[src/rtl/zeet_pkg.sv]
package zeet_pkg;

  // Sizes of the block.
  localparam int ZONES        = 4;
  localparam int MAX_VERTICES = 16;
  localparam int MAX_TRACKS   = 64;
  localparam int COORD_BITS   = 16;

  localparam int ZONE_W    = $clog2(ZONES);
  localparam int SLOT_W    = $clog2(MAX_VERTICES);
  localparam int ADDR_W    = ZONE_W + SLOT_W;
  localparam int DEPTH     = ZONES * MAX_VERTICES;
  localparam int CNT_W     = SLOT_W + 1;
  localparam int TRACK_W   = 6;
  localparam int INSIDE_W  = 7;
  localparam int TOTAL_W   = 32;
  localparam int DIFF_W    = COORD_BITS + 1;
  localparam int PROD_W    = 2 * DIFF_W;
  localparam int MIN_VERTS = 3;

  // The frame maps are counted one chunk per cycle.
  localparam int CHUNK_W   = 8;
  localparam int CHUNKS    = MAX_TRACKS / CHUNK_W;
  localparam int CHUNK_IW  = $clog2(CHUNKS);

  // Stages of the edge pipeline between a vertex read and the update of the inside map.
  localparam int PIPE_DEPTH = 3;
  localparam int DRAIN_W    = 2;

  typedef enum logic [1:0] {
    ACT_LOAD  = 2'd0,
    ACT_TRACK = 2'd1,
    ACT_FRAME = 2'd2
  } action_e;

  typedef enum logic [1:0] {
    EV_NONE  = 2'd0,
    EV_ENTER = 2'd1,
    EV_EXIT  = 2'd2
  } event_e;

  typedef struct packed {
    logic [1:0]                   action;
    logic [ZONE_W-1:0]            zone;
    logic [SLOT_W-1:0]            vertex_index;
    logic                         vertex_last;
    logic signed [COORD_BITS-1:0] x;
    logic signed [COORD_BITS-1:0] y;
    logic [TRACK_W-1:0]           track_id;
  } in_item_t;

  typedef struct packed {
    logic [ZONE_W-1:0]   zone_out;
    event_e              event_kind;
    logic [TRACK_W-1:0]  event_track;
    logic [INSIDE_W-1:0] inside_count;
    logic [TOTAL_W-1:0]  entry_total;
    logic                last;
  } out_item_t;

  // Commands from the controller to the datapath.
  typedef struct packed {
    logic                load_we;
    logic                latch_track;
    logic                rd_en;
    logic [ADDR_W-1:0]   rd_addr;
    logic                rd_edge;
    logic                rd_last;
    logic                frame_start;
    logic                cnt_step;
    logic [CHUNK_IW-1:0] cnt_idx;
    logic                frame_commit;
    logic                emit;
  } cmd_t;

  // Status from the datapath to the controller.
  typedef struct packed {
    logic [ZONES-1:0][CNT_W-1:0] counts;
    logic                        out_free;
    logic                        emit_last;
  } sts_t;

  // Index of the lowest set bit, zero when none is set.
  function automatic logic [TRACK_W-1:0] lowest_one(input logic [MAX_TRACKS-1:0] v);
    logic [TRACK_W-1:0] idx;
    idx = '0;
    for (int i = MAX_TRACKS - 1; i >= 0; i--) begin
      if (v[i]) begin
        idx = TRACK_W'(i);
      end
    end
    return idx;
  endfunction

endpackage

[src/rtl/zeet_ctrl.sv]
module zeet_ctrl (
  input  logic            clk_i,
  input  logic            rst_ni,
  input  logic            in_valid_i,
  input  logic [1:0]      in_action_i,
  output logic            in_ready_o,
  input  zeet_pkg::sts_t  sts_i,
  output zeet_pkg::cmd_t  cmd_o
);

  localparam logic [2:0] S_IDLE   = 3'd0;
  localparam logic [2:0] S_WALK   = 3'd1;
  localparam logic [2:0] S_DRAIN  = 3'd2;
  localparam logic [2:0] S_COUNT  = 3'd3;
  localparam logic [2:0] S_COMMIT = 3'd4;
  localparam logic [2:0] S_EMIT   = 3'd5;

  localparam logic [zeet_pkg::ZONE_W-1:0]  LAST_ZONE  = zeet_pkg::ZONE_W'(zeet_pkg::ZONES - 1);
  localparam logic [zeet_pkg::CHUNK_IW-1:0] LAST_CHUNK =
    zeet_pkg::CHUNK_IW'(zeet_pkg::CHUNKS - 1);
  localparam logic [zeet_pkg::DRAIN_W-1:0] LAST_DRAIN =
    zeet_pkg::DRAIN_W'(zeet_pkg::PIPE_DEPTH - 1);

  logic [2:0]                     state_q, state_d;
  logic [zeet_pkg::ZONE_W-1:0]    zone_q, zone_d;
  logic [zeet_pkg::SLOT_W-1:0]    k_q, k_d;
  logic                           prime_q, prime_d;
  logic [zeet_pkg::DRAIN_W-1:0]   dr_q, dr_d;
  logic [zeet_pkg::CHUNK_IW-1:0]  cnt_q, cnt_d;
  logic [zeet_pkg::CNT_W-1:0]     n;
  logic [zeet_pkg::CNT_W-1:0]     n_m1;
  logic                           accept;

  assign in_ready_o = (state_q == S_IDLE);
  assign accept     = in_valid_i && in_ready_o;
  assign n          = sts_i.counts[zone_q];
  assign n_m1       = n - zeet_pkg::CNT_W'(1);

  // Next state and commands.
  always_comb begin
    state_d = state_q;
    zone_d  = zone_q;
    k_d     = k_q;
    prime_d = prime_q;
    dr_d    = dr_q;
    cnt_d   = cnt_q;
    cmd_o   = '0;
    cmd_o.cnt_idx = cnt_q;
    case (state_q)
      S_IDLE: begin
        if (accept) begin
          case (in_action_i)
            zeet_pkg::ACT_LOAD: begin
              cmd_o.load_we = 1'b1;
            end
            zeet_pkg::ACT_TRACK: begin
              cmd_o.latch_track = 1'b1;
              zone_d  = '0;
              prime_d = 1'b1;
              state_d = S_WALK;
            end
            zeet_pkg::ACT_FRAME: begin
              cmd_o.frame_start = 1'b1;
              cnt_d   = '0;
              state_d = S_COUNT;
            end
            default: begin
            end
          endcase
        end
      end
      S_WALK: begin
        if (n < zeet_pkg::CNT_W'(zeet_pkg::MIN_VERTS) || !prime_q) begin
          if (n >= zeet_pkg::CNT_W'(zeet_pkg::MIN_VERTS)) begin
            cmd_o.rd_en   = 1'b1;
            cmd_o.rd_edge = 1'b1;
            cmd_o.rd_addr = {zone_q, k_q};
            cmd_o.rd_last = ({1'b0, k_q} == n_m1);
            k_d = k_q + zeet_pkg::SLOT_W'(1);
          end
          // Move on after the closing edge or for a zone too small to test.
          if (n < zeet_pkg::CNT_W'(zeet_pkg::MIN_VERTS) || ({1'b0, k_q} == n_m1)) begin
            prime_d = 1'b1;
            if (zone_q == LAST_ZONE) begin
              dr_d    = '0;
              state_d = S_DRAIN;
            end else begin
              zone_d = zone_q + zeet_pkg::ZONE_W'(1);
            end
          end
        end else begin
          // Read the last vertex first so the first edge closes the polygon.
          cmd_o.rd_en   = 1'b1;
          cmd_o.rd_addr = {zone_q, n_m1[zeet_pkg::SLOT_W-1:0]};
          prime_d = 1'b0;
          k_d     = '0;
        end
      end
      S_DRAIN: begin
        if (dr_q == LAST_DRAIN) begin
          state_d = S_IDLE;
        end else begin
          dr_d = dr_q + zeet_pkg::DRAIN_W'(1);
        end
      end
      S_COUNT: begin
        cmd_o.cnt_step = 1'b1;
        if (cnt_q == LAST_CHUNK) begin
          state_d = S_COMMIT;
        end else begin
          cnt_d = cnt_q + zeet_pkg::CHUNK_IW'(1);
        end
      end
      S_COMMIT: begin
        cmd_o.frame_commit = 1'b1;
        state_d = S_EMIT;
      end
      S_EMIT: begin
        if (sts_i.out_free) begin
          cmd_o.emit = 1'b1;
          if (sts_i.emit_last) begin
            state_d = S_IDLE;
          end
        end
      end
      default: begin
        state_d = S_IDLE;
      end
    endcase
  end

  // State registers.
  always_ff @(posedge clk_i or negedge rst_ni) begin
    if (!rst_ni) begin
      state_q <= S_IDLE;
      zone_q  <= '0;
      k_q     <= '0;
      prime_q <= 1'b1;
      dr_q    <= '0;
      cnt_q   <= '0;
    end else begin
      state_q <= state_d;
      zone_q  <= zone_d;
      k_q     <= k_d;
      prime_q <= prime_d;
      dr_q    <= dr_d;
      cnt_q   <= cnt_d;
    end
  end

`ifndef SYNTHESIS
  // Every vertex read falls inside the zone's loaded polygon.
  a_rd_in_poly: assert property (@(posedge clk_i) disable iff (!rst_ni)
    cmd_o.rd_en |-> ({1'b0, cmd_o.rd_addr[zeet_pkg::SLOT_W-1:0]} <
      sts_i.counts[cmd_o.rd_addr[zeet_pkg::ADDR_W-1 -: zeet_pkg::ZONE_W]]))
    else $error("vertex read beyond zone count");
`endif

endmodule

[config.mk]
export PLATFORM = sky130hd
export DESIGN_NAME = zeet_ctrl
export DESIGN_NICKNAME = d
export VERILOG_FILES = /design/src/rtl/zeet_pkg.sv /design/src/rtl/zeet_ctrl.sv
export SDC_FILE = /design/constraint.sdc
export NUM_CORES = 1
export LEC_CHECK = 0
export BUFFER_PORTS_ARGS = -buffer_cell sky130_fd_sc_hd__buf_2
export CAP_MARGIN = 10
export CORE_UTILIZATION = 28
export CTS_CLUSTER_SIZE = 12
export DETAILED_ROUTE_END_ITERATION = 10
export PLACE_DENSITY = 0.52
export SYNTH_ARGS = -nofsm -noshare
export SYNTH_HDL_FRONTEND = slang
export SYNTH_SLANG_ARGS = --single-unit
[constraint.sdc]
create_clock -name clk_i -period 2.5 [get_ports clk_i]
set_input_delay 0.125 -clock clk_i [delete_from_list [all_inputs] [get_ports clk_i]]
set_output_delay 0.125 -clock clk_i [all_outputs]
set_load 0.02 [all_outputs]
==> results.md <==
* Antenna violations before repair at 0
* Total number of vias at 1,332
* Via/cell ratio at 5.12
* Setup ws final at -0.159 ns
* Final wirelength at 3460 um
* Post-layout min period at 2.66 ns
* Total power at 2.49 mW
* # rows at 23
* CTS H-tree lvls at 1
* Met2 GRT Util at 0.300
* Post-Synthesis Cells at 139
* GR Layer Usage met1 at 0.182
* Unrepaired setup endpoints after global routing: yes
* Seq cells post-synth at 15
* MaxCap Viol Count at 0
* Max-slew violations at 0
* Initial detailed-routing violation count at 28
* Top Ports at 46
* Synth area leaders: dfrtp_1, mux4_2, ha_1
* Crit Path Class: flip-flop to output port
* Grt met3 use at 0.0280
* GP Congestion at 0.801
* Initial DRT Pass Iterations at 4
* Mean Syn Cell Area at 8.93 um2
* Synth async-reset ratio at 1.00
* Core footprint at 4120 um2
* Clock-pin slew on the worst setup and hold paths at 0.06 ns
* Ant diodes at 0
* Area added between synthesis and finish at 57.0%
* Dpl cell area at 1620 um2
* Post-synth EDFFs at 0
* Clock tree buffer depth at 2
* Relative slew slack at 0.748
* Sequential share of the synthesized area at 0.303
* Pin count of the biggest net entering global routing at 16
* CTS tree: yes
* Violated checks: negative setup slack
* Global route overflow at 0
* Worst Hold Class: input pin to flip-flop
* Least-Margin Pin Slew at 0.378 ns
* Hold_ws at 0.246 ns
* Crit path capture type: output port
* Die width at 68.6 um
* Final HPWL DP at 2680 um
* IO Port Bufs at 45
* Final ANT Viol Nets at 0
* Number of global-route vias before repair at 1,331
* Placed insts at 245
* CP Max Fanout at 5
* Final std cells w/o fill at 260
* Critical path arrival at 2.53 ns
* Run status: finished with violations
* Die ar. at 4700 um2
* Starting density of the core at 0.302
* Die height at 68.6 um
* Final setup violation count at 14
* GRT Overall Usage at 0.162
* Final instance area at 1950 um2
* Fmax at 0.376 GHz
* Sink Count at 15
* Final net count at 245
* Worst setup SP type: flip-flop
* Routed len/inst at 13.3 um
* Ys flop type: dfrtp_1
* Yosys top cell by area: dfrtp_1
* First-pass GRT wire length at 5690 um
* Worst Skew at 0.00577 ns
* Mapped Nets at 173
* Ys Warns at 0
* Count of cell types in the netlist at 41
* Worst-Skew Late Latency at 0.25 ns
* Layer with the highest usage: met2
* Fillers at 392
* Total CTS buffers at 3
* Share of cells above drive strength 1 at 0.519
* Pwr per Cell Area at 1280 nW/um2
* Drt drc at 0
* Multi-input logic area at 916 um2
* CP Data Required Time at 2.38 ns
* Mapped Area at 1240 um2
* VDD IR-drop max at 555 uV
* Hold Violations, Final at 0
* Fin crit share at 1.06
* P_leak at 0.939 nW
* Root Driver: clkbuf_8
* Synth top area share at 0.282
* Reg area at 378 um2
## cells by family after synthesis
logic type / Yosys count / synth area share
muxes: 7 / 0.108
xor gates and xnor gates: 9 / 0.0635
and+or+nand+nor: 47 / 0.188
AOI/OAI and AO/OA: 36 / 0.196
buffers and inverters: 17 / 0.0635
adders and majority gates: 8 / 0.0786
DFF: 15 / 0.303
## cells in the final DEF (no fill, tap or decap), types with 2 or more instances in the layout
master,n
nand2_4,2
or3_1,2
buf_4,20
nand3_1,2
a21oi_1,6
nor3_1,7
o21ai_0,7
nand2_1,6
and2_1,2
mux4_2,5
nor2b_1,2
buf_6,13
dfrtp_1,13
inv_2,2
inv_1,9
buf_2,37
inv_4,2
xnor2_2,2
and2_4,3
a32o_1,2
nand2b_1,3
a22oi_2,2
xor2_1,6
nor2_4,3
a22o_1,3
clkbuf_8,3
ha_1,6
nor2_2,3
a31oi_1,5
nor2_1,8
## per-layer routing
layer	part of all wire	wire, um
met1	0.43	1500
met2	0.49	1690
met3	0.060	208
met4	0.017	59
met5	0	0
## report_power, final
group / internal [mW] / switching, mW / total, mW / leakage [nW]
logic: 0.898 / 0.900 / 1.80 / 0.725
registers: 0.347 / 0.149 / 0.496 / 0.189
clock network: 0.110 / 0.0861 / 0.196 / 0.0255
## sequential cells by signal, summed over array words and instances (netlist names)
name     cells
dr_q         2
cnt_q        3
prime_q      1
zone_q       2
state_q      3
k_q          4
## cell usage after synthesis, types with 2 or more instances
| library cell | instances |
|---|---|
| buf_6 | 2 |
| xor2_1 | 6 |
| nand2b_1 | 3 |
| nor2_1 | 14 |
| mux4_2 | 5 |
| and2_1 | 5 |
| or3_1 | 3 |
| o21ai_0 | 7 |
| nand2_1 | 8 |
| a22oi_1 | 2 |
| a22o_1 | 3 |
| dfrtp_1 | 14 |
| a21oi_1 | 7 |
| ha_1 | 7 |
| inv_1 | 12 |
| nor2b_1 | 2 |
| nand3_1 | 2 |
| a32o_1 | 2 |
| xnor2_1 | 3 |
| nor3_1 | 7 |
| a31oi_1 | 5 |
## metrics by stage
step                      utilization  TNS [ns]  setup WS (ns)
after detailed placement        0.395    -0.446         -0.179
final                           0.473     -1.03         -0.159
after CTS                       0.443     -1.01         -0.143
after global routing            0.473     -2.68         -0.234
after floorplan                     -         0       0.000729
after global placement          0.395    -0.132        -0.0467
## final cells by class
| type | count | share of cell area |
|---|---|---|
| clock buffers | 3 | 0.0212 |
| clock inverters | 1 | 0.00257 |
| inverters | 13 | 0.0276 |
| multi-input cells | 107 | 0.470 |
| flip-flops and latches | 15 | 0.194 |
| well taps | 50 | 0.0321 |
| repair buffers | 71 | 0.252 |
## timing repair
item / CTS / global route
hold endpoints to repair: 14 / 0
resized for setup: 29 / 23
endpoints found under the setup margin: 13 / 17
hold buffers: 1 / 0
buffers inserted: 5 / 5
pin swaps: 9 / 12
## critical path, stage by stage, from the launching register on
cell,delay [ns]
dfrtp_2,0.43
mux4_2,0.56
inv_2,0.10
ha_4,0.20
xor2_1,0.14
o211ai_1,0.16
or3_4,0.46
nor2_4,0.12
buf_6,0.11
## final timing paths
kind                            from    endpoint  slack, ns  cells past startpoint
min                         sts_i[0]  state_q[2]       0.25                      3
min in group asynchronous     rst_ni    cnt_q[1]       0.32                      2
min reg2reg                 cnt_q[1]    cnt_q[1]       0.53                      1
max                        zone_q[0]    cmd_o[7]      -0.16                      8
max reg2reg                zone_q[0]      k_q[2]      -0.04                     11
max in group asynchronous     rst_ni     prime_q       1.87                      2
No activity file was read; power rests on OpenSTA's default activity.
